### src/hdl/wfs_pkg.sv
// ----------------------------------------------------------------------------
// wfs_pkg
// Shared types and constants of the weight fill sequencer: phase codes,
// configuration register indexes, configuration and control state structs.
// ----------------------------------------------------------------------------
package wfs_pkg;

  // default weight width (grams)
  localparam int WEIGHT_BITS_DEF = 16;

  // configuration port
  localparam int CFG_INDEX_W = 3;
  localparam int CFG_DATA_W  = 16;

  // counter width for the confirm counters
  localparam int CNT_W = 8;

  // register reset values
  localparam logic [15:0]      MIN_WEIGHT_RST    = 16'd100;
  localparam logic [15:0]      TARGET_RST        = 16'd0;
  localparam logic [9:0]       STOP_MARGIN_RST   = 10'd2;
  localparam logic [CNT_W-1:0] PRESENT_TICKS_RST = 8'd5;
  localparam logic [CNT_W-1:0] DONE_TICKS_RST    = 8'd3;

  // sequencer phases
  typedef enum logic [1:0] {
    PH_WAIT = 2'd0,
    PH_ARM  = 2'd1,
    PH_FILL = 2'd2,
    PH_STOP = 2'd3
  } wfs_phase_t;

  // configuration register indexes
  typedef enum logic [CFG_INDEX_W-1:0] {
    CFG_MIN_WEIGHT    = 3'd0,
    CFG_TARGET        = 3'd1,
    CFG_STOP_MARGIN   = 3'd2,
    CFG_PRESENT_TICKS = 3'd3,
    CFG_DONE_TICKS    = 3'd4
  } wfs_cfg_idx_t;

  // configuration registers
  typedef struct packed {
    logic [15:0]      min_weight;
    logic [15:0]      target;
    logic [9:0]       stop_margin;
    logic [CNT_W-1:0] present_ticks;
    logic [CNT_W-1:0] done_ticks;
  } wfs_cfg_t;

  // control state of the sequencer
  typedef struct packed {
    wfs_phase_t       phase;
    logic             auto_mode;
    logic [CNT_W-1:0] present_cnt;
    logic [CNT_W-1:0] done_cnt;
    logic             spike;
  } wfs_ctrl_t;

endpackage

### src/hdl/wfs_tick.sv
// ----------------------------------------------------------------------------
// wfs_tick
// Next-state logic of one control tick: container detection, arming, fill
// completion, record tracking with spike detection and the final report.
// ----------------------------------------------------------------------------
module wfs_tick #(
  parameter int WEIGHT_BITS = wfs_pkg::WEIGHT_BITS_DEF
) (
  input  wfs_pkg::wfs_cfg_t        cfg,
  input  wfs_pkg::wfs_ctrl_t       ctrl_q,
  input  logic [WEIGHT_BITS-1:0]   setpoint_q,
  input  logic [WEIGHT_BITS-1:0]   container_q,
  input  logic [WEIGHT_BITS-1:0]   record_q,
  input  logic [WEIGHT_BITS-1:0]   pre_spike_q,
  input  logic [WEIGHT_BITS-1:0]   raw_weight,
  input  logic [WEIGHT_BITS-1:0]   net_weight,
  input  logic                     start_request,
  input  logic                     stop_request,
  output wfs_pkg::wfs_ctrl_t       ctrl_d,
  output logic [WEIGHT_BITS-1:0]   setpoint_d,
  output logic [WEIGHT_BITS-1:0]   container_d,
  output logic [WEIGHT_BITS-1:0]   record_d,
  output logic [WEIGHT_BITS-1:0]   pre_spike_d,
  output logic                     report_valid,
  output logic [WEIGHT_BITS-1:0]   final_amount
);

  localparam int SUM_W  = WEIGHT_BITS + 11;
  localparam int RISE_W = WEIGHT_BITS + 5;
  localparam logic [wfs_pkg::CNT_W-1:0] CNT_MAX = '1;

  logic [WEIGHT_BITS-1:0] min_w;
  logic [WEIGHT_BITS-1:0] target_w;
  logic                   absent;
  logic                   reached;
  logic [WEIGHT_BITS-1:0] rise;
  logic [RISE_W-1:0]      rise_x20;
  logic                   is_spike;

  // registers taken modulo the weight width
  assign min_w    = WEIGHT_BITS'(cfg.min_weight);
  assign target_w = WEIGHT_BITS'(cfg.target);
  assign absent   = raw_weight < min_w;

  // remaining amount below margin: setpoint - net < margin, done without sign
  assign reached = SUM_W'(setpoint_q) < (SUM_W'(net_weight) + SUM_W'(cfg.stop_margin));

  // rise > record/20 is the same as 20*rise > record
  assign rise     = net_weight - record_q;
  assign rise_x20 = (RISE_W'(rise) << 4) + (RISE_W'(rise) << 2);
  assign is_spike = rise_x20 > RISE_W'(record_q);

  // one tick of the sequencer
  always_comb begin
    ctrl_d       = ctrl_q;
    setpoint_d   = setpoint_q;
    container_d  = container_q;
    record_d     = record_q;
    pre_spike_d  = pre_spike_q;
    report_valid = 1'b0;
    final_amount = '0;

    // stop wins over start
    if (stop_request) begin
      ctrl_d.auto_mode = 1'b0;
      ctrl_d.phase     = wfs_pkg::PH_STOP;
      ctrl_d.done_cnt  = '0;
    end else if (start_request) begin
      ctrl_d.auto_mode = 1'b1;
    end

    case (ctrl_d.phase)
      wfs_pkg::PH_WAIT: begin
        if (absent) begin
          ctrl_d.present_cnt = '0;
        end else if (ctrl_d.present_cnt != CNT_MAX) begin
          ctrl_d.present_cnt = ctrl_d.present_cnt + 1'b1;
        end
        if (ctrl_d.present_cnt > cfg.present_ticks) begin
          container_d        = raw_weight;
          ctrl_d.present_cnt = '0;
          ctrl_d.phase       = wfs_pkg::PH_ARM;
        end
      end
      wfs_pkg::PH_ARM: begin
        if (absent) begin
          ctrl_d.phase = wfs_pkg::PH_STOP;
        end else begin
          setpoint_d   = (target_w != '0) ? target_w : WEIGHT_BITS'(1);
          ctrl_d.phase = wfs_pkg::PH_FILL;
        end
      end
      wfs_pkg::PH_FILL: begin
        // container pulled away mid-fill acts as a stop
        if (absent) begin
          ctrl_d.auto_mode = 1'b0;
          ctrl_d.phase     = wfs_pkg::PH_STOP;
          ctrl_d.done_cnt  = '0;
        end else if (reached) begin
          if (ctrl_d.done_cnt != CNT_MAX) begin
            ctrl_d.done_cnt = ctrl_d.done_cnt + 1'b1;
          end
          if (ctrl_d.done_cnt >= cfg.done_ticks) begin
            ctrl_d.phase    = wfs_pkg::PH_STOP;
            ctrl_d.done_cnt = '0;
            ctrl_d.spike    = 1'b0;
            pre_spike_d     = '0;
            record_d        = net_weight;
          end
        end else begin
          ctrl_d.done_cnt = '0;
        end
      end
      wfs_pkg::PH_STOP: begin
        // record tracking while a fill is pending
        if ((setpoint_q != '0) && (net_weight > record_q)) begin
          if (is_spike) begin
            if (!ctrl_q.spike) begin
              ctrl_d.spike = 1'b1;
              pre_spike_d  = record_q;
            end
          end else begin
            record_d = net_weight;
          end
        end
        // container removed: report a pending fill and rearm if in auto mode
        if (absent) begin
          if (setpoint_q != '0) begin
            report_valid = 1'b1;
            final_amount = ctrl_d.spike ? pre_spike_d : record_d;
            setpoint_d   = '0;
          end
          if (ctrl_d.auto_mode) begin
            ctrl_d.phase       = wfs_pkg::PH_WAIT;
            ctrl_d.present_cnt = '0;
          end
        end
      end
      default: begin
        ctrl_d.phase = wfs_pkg::PH_STOP;
      end
    endcase
  end

endmodule

### src/hdl/weight_fill_sequencer_core.sv
// ----------------------------------------------------------------------------
// weight_fill_sequencer_core
// Fill sequencer for a weighing station: detects a container, arms and runs
// the fill to the target, then watches the settled weight and reports it.
// ----------------------------------------------------------------------------
//  channel | dir | word contents (lowest bits first)
//  --------+-----+----------------------------------------------------------
//  in_     | in  | raw_weight, net_weight, start_request, stop_request
//  out_    | out | phase, drive_enable, fill_setpoint, container_weight,
//          |     | report_valid, final_amount
//  cfg_    | in  | register index, write data
//
//  each input word yields one output word through the input register,
//  the tick logic and the output register; one word per cycle
//  is sustained as long as out_tready stays high
//  a stalled output register holds the word and blocks the tick logic;
//  the input register still takes a word while it is empty
//  rst_n is synchronous, active low; cfg_ready is always high
// ----------------------------------------------------------------------------
module weight_fill_sequencer_core #(
  parameter int WEIGHT_BITS = wfs_pkg::WEIGHT_BITS_DEF
) (
  input  logic clk,
  input  logic rst_n,

  // raw_weight, net_weight, start_request, stop_request, zero pad
  input  logic                                     in_tvalid,
  output logic                                     in_tready,
  input  logic [((2*WEIGHT_BITS+2+7)/8)*8-1:0]     in_tdata,

  // phase, drive_enable, fill_setpoint, container_weight, report_valid,
  // final_amount, zero pad
  output logic                                     out_tvalid,
  input  logic                                     out_tready,
  output logic [((3*WEIGHT_BITS+4+7)/8)*8-1:0]     out_tdata,

  input  logic                                     cfg_valid,
  output logic                                     cfg_ready,
  input  logic [wfs_pkg::CFG_INDEX_W-1:0]          cfg_index,
  input  logic [wfs_pkg::CFG_DATA_W-1:0]           cfg_data
);

  localparam int WB     = WEIGHT_BITS;
  localparam int IN_W   = ((2*WB+2+7)/8)*8;
  localparam int OUT_U  = 3*WB+4;
  localparam int OUT_W  = ((OUT_U+7)/8)*8;

  // configuration and state registers
  wfs_pkg::wfs_cfg_t  cfg_r;
  wfs_pkg::wfs_ctrl_t ctrl_r, ctrl_nxt;
  logic [WB-1:0]      setpoint_r, setpoint_nxt;
  logic [WB-1:0]      container_r, container_nxt;
  logic [WB-1:0]      record_r, record_nxt;
  logic [WB-1:0]      pre_spike_r, pre_spike_nxt;

  // input register
  logic               in_valid_r;
  logic [IN_W-1:0]    in_data_r;

  // output register
  logic               out_valid_r;
  logic [OUT_W-1:0]   out_data_r;

  logic               advance;
  logic               rep_valid;
  logic [WB-1:0]      final_amount;
  logic [OUT_U-1:0]   out_word;

  assign advance   = in_valid_r && (!out_valid_r || out_tready);
  assign in_tready = !in_valid_r || advance;
  assign cfg_ready = 1'b1;

  // configuration writes
  always_ff @(posedge clk) begin
    if (!rst_n) begin
      cfg_r.min_weight    <= wfs_pkg::MIN_WEIGHT_RST;
      cfg_r.target        <= wfs_pkg::TARGET_RST;
      cfg_r.stop_margin   <= wfs_pkg::STOP_MARGIN_RST;
      cfg_r.present_ticks <= wfs_pkg::PRESENT_TICKS_RST;
      cfg_r.done_ticks    <= wfs_pkg::DONE_TICKS_RST;
    end else if (cfg_valid) begin
      case (wfs_pkg::wfs_cfg_idx_t'(cfg_index))
        wfs_pkg::CFG_MIN_WEIGHT:    cfg_r.min_weight    <= cfg_data;
        wfs_pkg::CFG_TARGET:        cfg_r.target        <= cfg_data;
        wfs_pkg::CFG_STOP_MARGIN:   cfg_r.stop_margin   <= cfg_data[9:0];
        wfs_pkg::CFG_PRESENT_TICKS: cfg_r.present_ticks <= cfg_data[wfs_pkg::CNT_W-1:0];
        wfs_pkg::CFG_DONE_TICKS:    cfg_r.done_ticks    <= cfg_data[wfs_pkg::CNT_W-1:0];
        default: begin
        end
      endcase
    end
  end

  // input register
  always_ff @(posedge clk) begin
    if (!rst_n) begin
      in_valid_r <= 1'b0;
    end else if (in_tready) begin
      in_valid_r <= in_tvalid;
    end
  end

  always_ff @(posedge clk) begin
    if (in_tvalid && in_tready) begin
      in_data_r <= in_tdata;
    end
  end

  // tick logic
  wfs_tick #(
    .WEIGHT_BITS (WB)
  ) u_tick (
    .cfg           (cfg_r),
    .ctrl_q        (ctrl_r),
    .setpoint_q    (setpoint_r),
    .container_q   (container_r),
    .record_q      (record_r),
    .pre_spike_q   (pre_spike_r),
    .raw_weight    (in_data_r[WB-1:0]),
    .net_weight    (in_data_r[2*WB-1:WB]),
    .start_request (in_data_r[2*WB]),
    .stop_request  (in_data_r[2*WB+1]),
    .ctrl_d        (ctrl_nxt),
    .setpoint_d    (setpoint_nxt),
    .container_d   (container_nxt),
    .record_d      (record_nxt),
    .pre_spike_d   (pre_spike_nxt),
    .report_valid  (rep_valid),
    .final_amount  (final_amount)
  );

  // sequencer state commits when the tick result moves to the output
  always_ff @(posedge clk) begin
    if (!rst_n) begin
      ctrl_r.phase       <= wfs_pkg::PH_STOP;
      ctrl_r.auto_mode   <= 1'b0;
      ctrl_r.present_cnt <= '0;
      ctrl_r.done_cnt    <= '0;
      ctrl_r.spike       <= 1'b0;
      setpoint_r         <= '0;
      container_r        <= '0;
      record_r           <= '0;
      pre_spike_r        <= '0;
    end else if (advance) begin
      ctrl_r      <= ctrl_nxt;
      setpoint_r  <= setpoint_nxt;
      container_r <= container_nxt;
      record_r    <= record_nxt;
      pre_spike_r <= pre_spike_nxt;
    end
  end

  // result word
  assign out_word = {final_amount, rep_valid, container_nxt, setpoint_nxt,
                     (ctrl_nxt.phase == wfs_pkg::PH_FILL), ctrl_nxt.phase};

  // output register
  always_ff @(posedge clk) begin
    if (!rst_n) begin
      out_valid_r <= 1'b0;
    end else if (advance) begin
      out_valid_r <= 1'b1;
    end else if (out_tready) begin
      out_valid_r <= 1'b0;
    end
  end

  always_ff @(posedge clk) begin
    if (advance) begin
      out_data_r <= OUT_W'(out_word);
    end
  end

  assign out_tvalid = out_valid_r;
  assign out_tdata  = out_data_r;

  // a report only leaves the stopped phase or starts a new wait
  a_report_phase : assert property (@(posedge clk) disable iff (!rst_n)
    (out_valid_r && out_data_r[2*WB+3]) |->
      (out_data_r[1:0] == wfs_pkg::PH_STOP || out_data_r[1:0] == wfs_pkg::PH_WAIT))
    else $error("report issued outside stopped/wait phase");

  // a report clears the pending setpoint
  a_report_clears : assert property (@(posedge clk) disable iff (!rst_n)
    (advance && rep_valid) |=> (setpoint_r == '0))
    else $error("setpoint not cleared after report");

  // state only moves with a tick
  a_state_hold : assert property (@(posedge clk) disable iff (!rst_n)
    !advance |=> ($stable(ctrl_r) && $stable(setpoint_r) && $stable(record_r)))
    else $error("sequencer state changed without a tick");

  // an empty output register never blocks the input side
  a_no_false_stall : assert property (@(posedge clk) disable iff (!rst_n)
    !out_valid_r |-> in_tready)
    else $error("input stalled with empty output register");

endmodule
### config.mk
export PLATFORM = sky130hd
export DESIGN_NAME = weight_fill_sequencer_core
export DESIGN_NICKNAME = d
export VERILOG_FILES = /design/src/hdl/wfs_pkg.sv /design/src/hdl/wfs_tick.sv /design/src/hdl/weight_fill_sequencer_core.sv
export SDC_FILE = /design/constraint.sdc
export NUM_CORES = 1
export LEC_CHECK = 0
export BUFFER_PORTS_ARGS = -buffer_cell sky130_fd_sc_hd__buf_2
export CAP_MARGIN = 20
export CORE_MARGIN = 2
export CORE_UTILIZATION = 25
export CTS_BUF_LIST = sky130_fd_sc_hd__clkbuf_2
export CTS_CLUSTER_DIAMETER = 120
export DETAILED_ROUTE_END_ITERATION = 8
export GPL_ROUTABILITY_DRIVEN = 0
export PLACE_DENSITY = 0.46
export SYNTH_ARGS = -nofsm -noshare
export SYNTH_HDL_FRONTEND = slang
export SYNTH_SLANG_ARGS = --single-unit
### constraint.sdc
create_clock -name clk -period 11.4 [get_ports clk]
set_clock_uncertainty 0.2 [all_clocks]
set_input_delay 2.28 -clock clk [delete_from_list [all_inputs] [get_ports clk]]
set_output_delay 2.28 -clock clk [all_outputs]
set_load 0.005 [all_outputs]
==> results of run 1 <==
kinds of logic (layout without fill, tap and decap cells):
logic type | Yosys count | after routing
simple gates | 475 | 475
compound gates | 358 | 358
flops | 230 | 230
buf+inv | 140 | 323
fa+ha+maj | 109 | 109
xor+xnor | 44 | 44
mux | 34 | 34
other cells | 2 | 8
sequential cells by signal, indices dropped and copies added, names as in the netlist:
| signal | count |
|---|---|
| cfg_r | 58 |
| out_tdata | 52 |
| in_data_r | 34 |
| ctrl_r | 20 |
| container_r | 16 |
| pre_spike_r | 16 |
| record_r | 16 |
| setpoint_r | 16 |
| in_valid_r | 1 |
| out_tvalid | 1 |
final timing paths:
kind                                        to  slack, ns  depth (start not counted)
worst max-delay path             out_tdata[37]       3.63                         25
worst min register to register  container_r[0]       0.27                          2
worst min-delay path            container_r[0]       0.27                          2
worst max register to register   out_tdata[37]       3.63                         25
tightest hold or removal path: cells and delay by family (launching register included):
kind	cells	cell delay (ns)
DFF	1	0.32
and+or+nand+nor	1	0.04
AOI/OAI and AO/OA	1	0.06
cells in the mapped netlist, drive strengths merged, types with 16 or more instances:
| library cell | instances | area (um^2) |
|---|---|---|
| xnor2 | 25 | 241 |
| mux2 | 16 | 180 |
| inv | 72 | 270 |
| o21ai | 48 | 240 |
| dfxtp | 144 | 2880 |
| xor2 | 18 | 158 |
| nor2 | 97 | 372 |
| mux2i | 18 | 180 |
| edfxtp | 86 | 2580 |
| a21oi | 43 | 238 |
| a22oi | 16 | 120 |
| nand3 | 30 | 150 |
| a21boi | 69 | 522 |
| nor2b | 30 | 188 |
| clkbuf | 49 | 184 |
| ha | 106 | 1330 |
| nor3b | 20 | 150 |
| a21o | 36 | 270 |
| a211oi | 42 | 338 |
| buf | 19 | 123 |
| nand2 | 205 | 769 |
| a32o | 16 | 160 |
power by group through the flow:
stage	combinational, uW	clock (uW)	sequential [uW]
4_1_cts	338	732	899
2_1_floorplan	240	0	909
3_3_place_gp	331	0	917
6_report	336	695	898
3_5_place_dp	335	0	918
5_1_grt	378	775	902
per-stage QoR:
stage	instances	hold WS (ns)	power [uW]	area, um^2	worst slack [ns]
6_report	2261	0.266	1930	15000	3.63
3_3_place_gp	2128	0.249	1250	14300	3.94
5_1_grt	2261	0.299	2050	15000	3.06
3_5_place_dp	2128	0.257	1250	14300	3.77
2_1_floorplan	1395	0.240	1150	13100	5.43
4_1_cts	2258	0.273	1970	15000	3.69
layer usage:
metal,routed length (um),vias up,share of wire
met5,58,-,0.0015
met4,973,10,0.025
met3,2220,78,0.057
met2,18500,272,0.47
met1,17500,5101,0.44
li1,-,5307,-
layout make-up:
class | count | area [um^2]
clock inverter | 24 | 161
timing repair buffer | 121 | 633
multi-input combinational | 1025 | 7090
antenna | 3 | 7.51
tap | 680 | 851
fill | 5494 | 36600
clock buffer | 106 | 531
inverter | 72 | 272
sequential | 230 | 5470
==> results.yml, run 1 <==
pwr:
  ir_drop_mv: 0.0711
  power_leakage_uw: 0.00601
  seqPwrFrac: 0.466
  p_sw_frac: 0.321
  pwr-share-clk: 0.360
  pwr-share-comb: 0.174
  p_int_uw: 1310
  p_switching_uw: 619
  cellPowerDensity_nw_per_um2: 128
detailed_routing:
  drc: 0
  vias: 10800
  ant_nets: 0
  drtIter0Drc: 647
  wl_mm: 39.3
  via_per_inst: 4.76
  wl_per_cell_um: 17.4
  first_pass_iters: 5
critical_path:
  critPathArrivalTime_ns: 8.19
  path_buf_inv: 1
  r2r_start: "in_data_r[17]"
  start_kind: "flop"
  crit_path_end_kind: "flop"
  worstPathRequired_ns: 11.82
  cpMostUsedCell: "ha_1"
  crit_slowest_cell: "a2111oi_0"
  crit_fanout: 21
  critPathTopFamily: "compound AO/OA/AOI/OAI gates"
  critPathLaunch: "in_data_r[17]"
  slowest_delay_ns: 0.69
  path_class: "reg2reg"
global_route:
  gr-total-overflow: 0
  grt_pass1_wl_mm: 61.3
  busiest_layer: "met2"
  use_met2: 0.241
  grt_util_met3: 0.0420
  antenna_found_initial: 8
  grt_pass1_vias: 10800
  track_usage: 0.147
  grt_max_degree: 84
  met1_usage: 0.181
min_path:
  hold_path_class: "reg2reg"
  hold_start: "container_r[0]"
floorplan:
  fp.dieW_um: 233
  start_util: 0.254
  core.rowCount: 83
  io_pins: 123
  die-area_um2: 54300
  die_y_um: 233
  core-area_um2: 51600
yosys:
  yosysUniqueCellTypes: 84
  synthXorXnorAreaFrac: 0.0321
  synth_ff_type: "dfxtp_1"
  synthAdderAreaFrac: 0.106
  synth_cells: 1392
  async_reset_ff_frac: 0
  synth-simple-area-share: 0.171
  synth_edf_count: 86
  syn_avg_cell_area_um2: 9.42
  muxShareOfSynthArea: 0.0275
  synth-seq-cells: 230
  syn_area_um2: 13100
  ys_seq_area_frac: 0.417
  synth_compound_area_frac: 0.202
  ys_warn_count: 0
  synth_top_family_by_area: "compound AO/OA/AOI/OAI gates"
timing:
  finalHoldViolCount: 0
  clock.fmax_ghz: 0.129
  rsz0062_at_grt: "false"
  worstMarginPinSlew_ns: 1.07
  setup_tns_ns: 0
  drv_slew: 0
  relSlewSlack: 0.284
  finalCritPeriodShare: 0.682
  setup_violations: 0
  finalCriticalPeriod_ns: 7.77
clock_network:
  post_cts_buffers: 0
  clockBufferDepth: 3
  cts_tree: "done"
  clock_sinks: 230
  clockRootBuffer: "clkbuf_2"
  cts.htree.levels: 3
  clkLatencyLatePin_ns: 0.99
  cts_resized: 0
  numCtsBuffers: 71
  clk_pin_slew_worst_paths_ns: 0.10
  hold_buffers: 0
finish:
  final_cell_mix: "nand2_1, dfxtp_1, buf_2, ha_1, clkbuf_2"
  final_layout_size_suffix_gt1_frac: 0.177
  fin_util: 0.291
  nets: 1694
  final_common_cell: "nand2_1"
  syn_to_final_growth_pct: 14.4
run:
  cap_violations: 0
placed_design:
  port_buffers: 111
  dp_hpwl_mm: 28.4
outcome:
  status: "completed"
(Power assumes the default switching activity.)
==> run 2: changes to the inputs <==
--- a/config.mk
+++ b/config.mk
@@ -5,6 +5,7 @@
 export SDC_FILE = /design/constraint.sdc
 export NUM_CORES = 1
 export LEC_CHECK = 0
+export ABC_AREA = 1
 export BUFFER_PORTS_ARGS = -buffer_cell sky130_fd_sc_hd__buf_2
 export CAP_MARGIN = 20
 export CORE_MARGIN = 2
==> constraint.sdc (replaced) <==
create_clock -name clk -period 7.45 [get_ports clk]
set_clock_uncertainty 0.2 [all_clocks]
set_input_delay 1.49 -clock clk [delete_from_list [all_inputs] [get_ports clk]]
set_output_delay 1.49 -clock clk [all_outputs]
set_load 0.005 [all_outputs]
==> run 2 against run 1 <==
  * Sequential share of layout area is 2.3 points lower
  * Critical path depth rose by 6
  * Via count grew 20%
  * Synthesized cell count increased by 32%
  * Design area increased by 6.8%
  * First-iteration DRC count increased by 22%
  * Combinational power grew to 4.1 times the previous value
  * Critical path type unchanged
  * Critical endpoint is now out_tdata[36]
  * Largest cell class unchanged
  * Largest power group unchanged
==> results.yml, run 2 <==
placed_design:
  placed_area_um2: 15400
  port_buffers: 111
  pre_cts_slack_ns: 1.22
  dp_hpwl_mm: 31.6
timing:
  worstMarginPinSlew_ns: 1.03
  drv_slew: 0
  finalHoldViolCount: 0
  setup_slack_ns: 1.15
  finalCriticalPeriod_ns: 6.30
  rsz0062_at_grt: "false"
  hold_ws_ns: 0.263
  clock.fmax_ghz: 0.159
  finalCritPeriodShare: 0.846
  setup_tns_ns: 0
  setup_violations: 0
  relSlewSlack: 0.311
clock_network:
  cts_resized: 0
  clock_sinks: 230
  cts.htree.levels: 3
  clk_pin_slew_worst_paths_ns: 0.10
  clockBufferDepth: 3
  hold_buffers: 0
  clockRootBuffer: "clkbuf_2"
  cts_tree: "done"
  clkLatencyLatePin_ns: 1.01
  post_cts_buffers: 0
  numCtsBuffers: 69
yosys:
  syn_avg_cell_area_um2: 7.63
  syn_area_um2: 14000
  synth-seq-cells: 230
  yosys-top-cells-count: "nand2_1, inv_1, a21oi_1"
  ys_top_cells_by_area: "dfxtp_1, edfxtp_1, ha_1"
  synth_edf_count: 86
  yosysTopAreaCellShare: 0.205
  synth_ff_type: "dfxtp_1"
  ys_warn_count: 0
  async_reset_ff_frac: 0
  synth_top_area_cell: "dfxtp_1"
  ys_seq_area_frac: 0.389
  yosysMostFrequentCell: "nand2_1"
  yosysUniqueCellTypes: 50
  synth_cells: 1842
critical_path:
  crit_slowest_cell: "a21oi_4"
  critPathTopFamily: "simple AND/OR/NAND/NOR gates"
  path_class: "reg2reg"
  start_kind: "flop"
  critPathArrivalTime_ns: 6.74
  r2r_start: "in_data_r[16]"
  cpMostUsedCell: "nand2_1"
  path_buf_inv: 3
  crit_fanout: 33
  r2r.worst_path.cells: 31
  crit_path_end_kind: "flop"
  slowest_delay_ns: 0.73
  r2r_end: "out_tdata[36]"
  rrSetupSlack_ns: 1.15
  worstPathRequired_ns: 7.88
finish:
  multi_input_area_um2: 7260
  final_cell_mix: "nand2_1, inv_1, a21oi_1, dfxtp_1, nor2_1"
  largest_register_ffs: 58
  final_common_cell: "nand2_1"
  nets: 2139
  final-seq-area_um2: 5470
  fillers: 6106
  final_layout_size_suffix_gt1_frac: 0.155
  syn_to_final_growth_pct: 14.1
  fin_area_um2: 16000
  regMostFlops: "cfg_r"
floorplan:
  fp.dieW_um: 241
  start_util: 0.254
  io_pins: 123
  core-area_um2: 55300
  die-area_um2: 58100
  core.rowCount: 86
  die_y_um: 241
detailed_routing:
  ant_nets: 0
  drtIter0Drc: 791
  drc: 0
  first_pass_iters: 5
  wl_per_cell_um: 16.2
  vias: 12900
  via_per_inst: 4.67
  wl_mm: 44.8
min_path:
  hold_start: "cfg_r[56]"
  holdPathEnd: "cfg_r[56]"
  min_path_cells: 2
  hold_path_class: "reg2reg"
pwr:
  power_uw: 3870
  cellPowerDensity_nw_per_um2: 242
  ir_drop_mv: 0.0740
  power_leakage_uw: 0.00723
global_route:
  grt_util_met3: 0.0304
  grt_pass1_vias: 12300
  use_met2: 0.247
  busiest_layer: "met2"
  grt_max_degree: 85
  grt_pass1_wl_mm: 69.0
  gr-total-overflow: 0
  track_usage: 0.154
  antenna_found_initial: 1
  met1_usage: 0.202
outcome:
  status: "completed"
run:
  cap_violations: 0
run 2: cell count changes after synthesis, sizes merged, moves of 54 or more:
cell    previous run  this run
a21oi             43       236
nand2            205       361
o21ai             48       102
nand3             30        89
inv               72       266
a21boi            69         0
run 2: where the power goes:
group | internal (uW) | total, uW | switching [uW] | leakage [uW]
registers | 1390 | 1440 | 50.5 | 0.00201
logic | 468 | 1390 | 925 | 0.00474
clock network | 440 | 1040 | 600 | 0.000487
run 2: how the worst max path moves through the flow:
stage / startpoint / cells past startpoint / slack (ns) / to
2_1_floorplan: in_data_r[16] / 32 / 2.63 / out_tdata[39]
6_report: in_data_r[16] / 31 / 1.15 / out_tdata[36]
4_1_cts: in_data_r[16] / 31 / 1.14 / out_tdata[36]
3_3_place_gp: in_data_r[16] / 31 / 1.28 / out_tdata[36]
3_5_place_dp: in_data_r[19] / 29 / 1.22 / out_tdata[49]
5_1_grt: in_data_r[16] / 31 / 0.51 / out_tdata[36]
run 2: cell families after synthesis:
family                   after synthesis  share of synthesized area
AND/OR/NAND/NOR                      684                      0.220
AO/OA/AOI/OAI                        433                      0.173
buffers and inverters                349                     0.0970
flip-flops                           230                      0.389
adder cells (fa/ha/maj)              109                     0.0987
XOR/XNOR                              35                     0.0218
other                                  2                   0.000535
run 2: layer usage:
layer,vias up,part of all wire
li1,6478,-
met1,5997,0.45
met2,364,0.45
met3,82,0.065
met4,0,0.032
met5,-,0
run 2: layout make-up:
cell class                 instances  area share
timing repair buffer             128      0.0426
clock inverter                    18     0.00836
multi-input combinational       1266       0.453
tap                              748      0.0584
sequential                       230       0.341
clock buffer                     104      0.0325
inverter                         271      0.0636
antenna                            1    0.000156
run 2: metrics by stage:
step,cells,util
final,2766,0.290
after global routing,2766,0.290
after CTS,2765,0.290
after detailed placement,2643,0.278
after global placement,2642,0.278
after floorplan,1845,-
run 2: worst register-to-register path: cells and delay by family, from the launching register on:
| kind | cells | cell delay [ns] |
|---|---|---|
| AOI/OAI and AO/OA | 4 | 1.28 |
| xor gates and xnor gates | 1 | 0.09 |
| and+or+nand+nor | 19 | 2.37 |
| adders and majority gates | 4 | 1.31 |
| buffers and inverters | 3 | 0.25 |
| DFF | 1 | 0.45 |
==> run 3: changes to the inputs <==
--- a/config.mk
+++ b/config.mk
@@ -5,7 +5,7 @@
 export SDC_FILE = /design/constraint.sdc
 export NUM_CORES = 1
 export LEC_CHECK = 0
-export ABC_AREA = 1
+export ABC_AREA = 0
 export BUFFER_PORTS_ARGS = -buffer_cell sky130_fd_sc_hd__buf_2
 export CAP_MARGIN = 20
 export CORE_MARGIN = 2
==> constraint.sdc (replaced) <==
create_clock -name clk -period 5.8 [get_ports clk]
set_clock_uncertainty 0.2 [all_clocks]
set_input_delay 1.16 -clock clk [delete_from_list [all_inputs] [get_ports clk]]
set_output_delay 1.16 -clock clk [all_outputs]
set_load 0.005 [all_outputs]
==> run 3 against run 2 <==
  * Count of clock-buffer cells in the layout up 9
  * Clock power up 30%
  * Register-to-register slack worse by 1.3 ns
  * Maximum frequency increased by 5.7%
  * The flow now finishes with violations (setup timing)
  * Non-clock buffer count grew 132
  * Hold slack worse by 0.069 ns
  * Global-route usage fell by 0.21 points
  * Cell count fell by 13%
  * Critical endpoint is now out_tdata[45]
  * First-iteration DRC count down 23%
  * Sequential cell count is the same
==> results.yml, run 3 (synthesized netlist as in run 1, its figures left out) <==
finish:
  final_common_cell: "nand2_1"
  fin_area_um2: 16500
  fillers: 5438
  final-seq-area_um2: 5470
  nets: 1832
  final_layout_size_suffix_gt1_frac: 0.263
  multi_input_area_um2: 7330
  final_cell_mix: "nand2_1, dfxtp_1, buf_4, clkbuf_2, buf_2"
  syn_to_final_growth_pct: 25.9
  regMostFlops: "cfg_r"
  largest_register_ffs: 58
  fin_util: 0.320
detailed_routing:
  wl_per_cell_um: 17.2
  ant_nets: 0
  wl_mm: 41.2
  drtIter0Drc: 609
  drc: 0
  first_pass_iters: 5
  vias: 11300
  via_per_inst: 4.70
floorplan:
  core-area_um2: 51600
  fp.dieW_um: 233
  die-area_um2: 54300
  core.rowCount: 83
  die_y_um: 233
  io_pins: 123
  start_util: 0.254
pwr:
  p_int_uw: 2690
  pwr-share-clk: 0.341
  seqPwrFrac: 0.445
  cellPowerDensity_nw_per_um2: 240
  p_switching_uw: 1270
  pwr-share-comb: 0.214
  power_leakage_uw: 0.00679
  p_sw_frac: 0.321
  ir_drop_mv: 0.116
clock_network:
  clockBufferDepth: 3
  clkLatencyLatePin_ns: 1.01
  numCtsBuffers: 70
  cts_tree: "done"
  cts.htree.levels: 3
  clockRootBuffer: "clkbuf_2"
  clock_sinks: 230
  clk_pin_slew_worst_paths_ns: 0.10
global_route:
  gr-total-overflow: 0
  grt_pass1_wl_mm: 63.0
  antenna_found_initial: 4
  grt_pass1_vias: 11200
  track_usage: 0.152
  grt_max_degree: 113
timing:
  finalCritPeriodShare: 1.03
  clock.fmax_ghz: 0.168
  drv_slew: 0
  rsz0062_at_grt: "true"
  setup_violations: 49
  setup_slack_ns: -0.164
  worstMarginPinSlew_ns: 1.04
  finalCriticalPeriod_ns: 5.96
  finalHoldViolCount: 0
  relSlewSlack: 0.305
critical_path:
  crit_path_end_kind: "flop"
  start_kind: "flop"
  crit_slowest_cell: "a2111o_1"
  worstPathRequired_ns: 6.36
  r2r.worst_path.cells: 27
  crit_fanout: 5
  critPathArrivalTime_ns: 6.52
  path_class: "reg2reg"
  slowest_delay_ns: 0.42
placed_design:
  dp_hpwl_mm: 29.3
  port_buffers: 111
  placed_area_um2: 15100
min_path:
  min_path_cells: 1
  hold_path_class: "in2reg"
outcome:
  violations: "setup timing"
  status: "finished with violations"
run:
  cap_violations: 0
run 3: routing by layer:
metal	up-vias	GRT usage	part of all wire
met4	4	0.0667	0.037
met1	5342	0.191	0.45
met3	80	0.0376	0.045
met5	-	0	0.00061
li1	5588	-	-
met2	240	0.248	0.47
run 3: layout make-up:
class / count / share of cell area
sequential: 230 / 0.331
timing repair buffer: 260 / 0.116
antenna: 2 / 0.000303
clock inverter: 13 / 0.00651
clock buffer: 113 / 0.0342
multi-input combinational: 1025 / 0.444
tap: 680 / 0.0515
inverter: 72 / 0.0164
run 3: worst paths after layout:
path,from,end,slack [ns]
setup / recovery,in_data_r[16],out_tdata[45],-0.16
setup reg to reg,in_data_r[16],out_tdata[45],-0.16
hold reg to reg,cfg_r[7],cfg_r[7],0.27
hold / removal,in_tdata[25],in_data_r[25],0.19
run 3: power by group through the flow:
stage               Clock [uW]  Sequential [uW]  Combinational, uW
floorplan                    0             1790                476
global placement             0             1800                753
detailed placement           0             1800                764
CTS                       1430             1760                838
global route              1520             1770                946
finish                    1350             1760                849
run 3: repair_timing:
action,CTS,global route
resized for setup,28,25
setup buffers,14,4
pin swaps,11,9
hold endpoints to repair,19,0
hold buffers,19,0
cloned,4,1
endpoints found under the setup margin,49,56
run 3: worst max-delay path: cells and delay by family, from the launching register on:
kind | cells | cell delay (ns)
compound gates | 14 | 2.95
xor+xnor | 2 | 0.24
fa+ha+maj | 4 | 1.16
buf+inv | 4 | 0.47
flops | 1 | 0.37
simple gates | 3 | 0.32
run 3: per-stage QoR:
stage               setup slack, ns  hold slack, ns  instances  TNS, ns  power [uW]
finish                       -0.164           0.194       2395    -4.66        3960
global route                 -0.490          0.0363       2395   -19.09        4230
CTS                          -0.181          0.0145       2388    -4.23        4030
detailed placement           -0.382           0.262       2225   -16.84        2560
global placement             -0.341           0.252       2225   -15.22        2550
floorplan                    0.0563           0.240       1395        0        2260
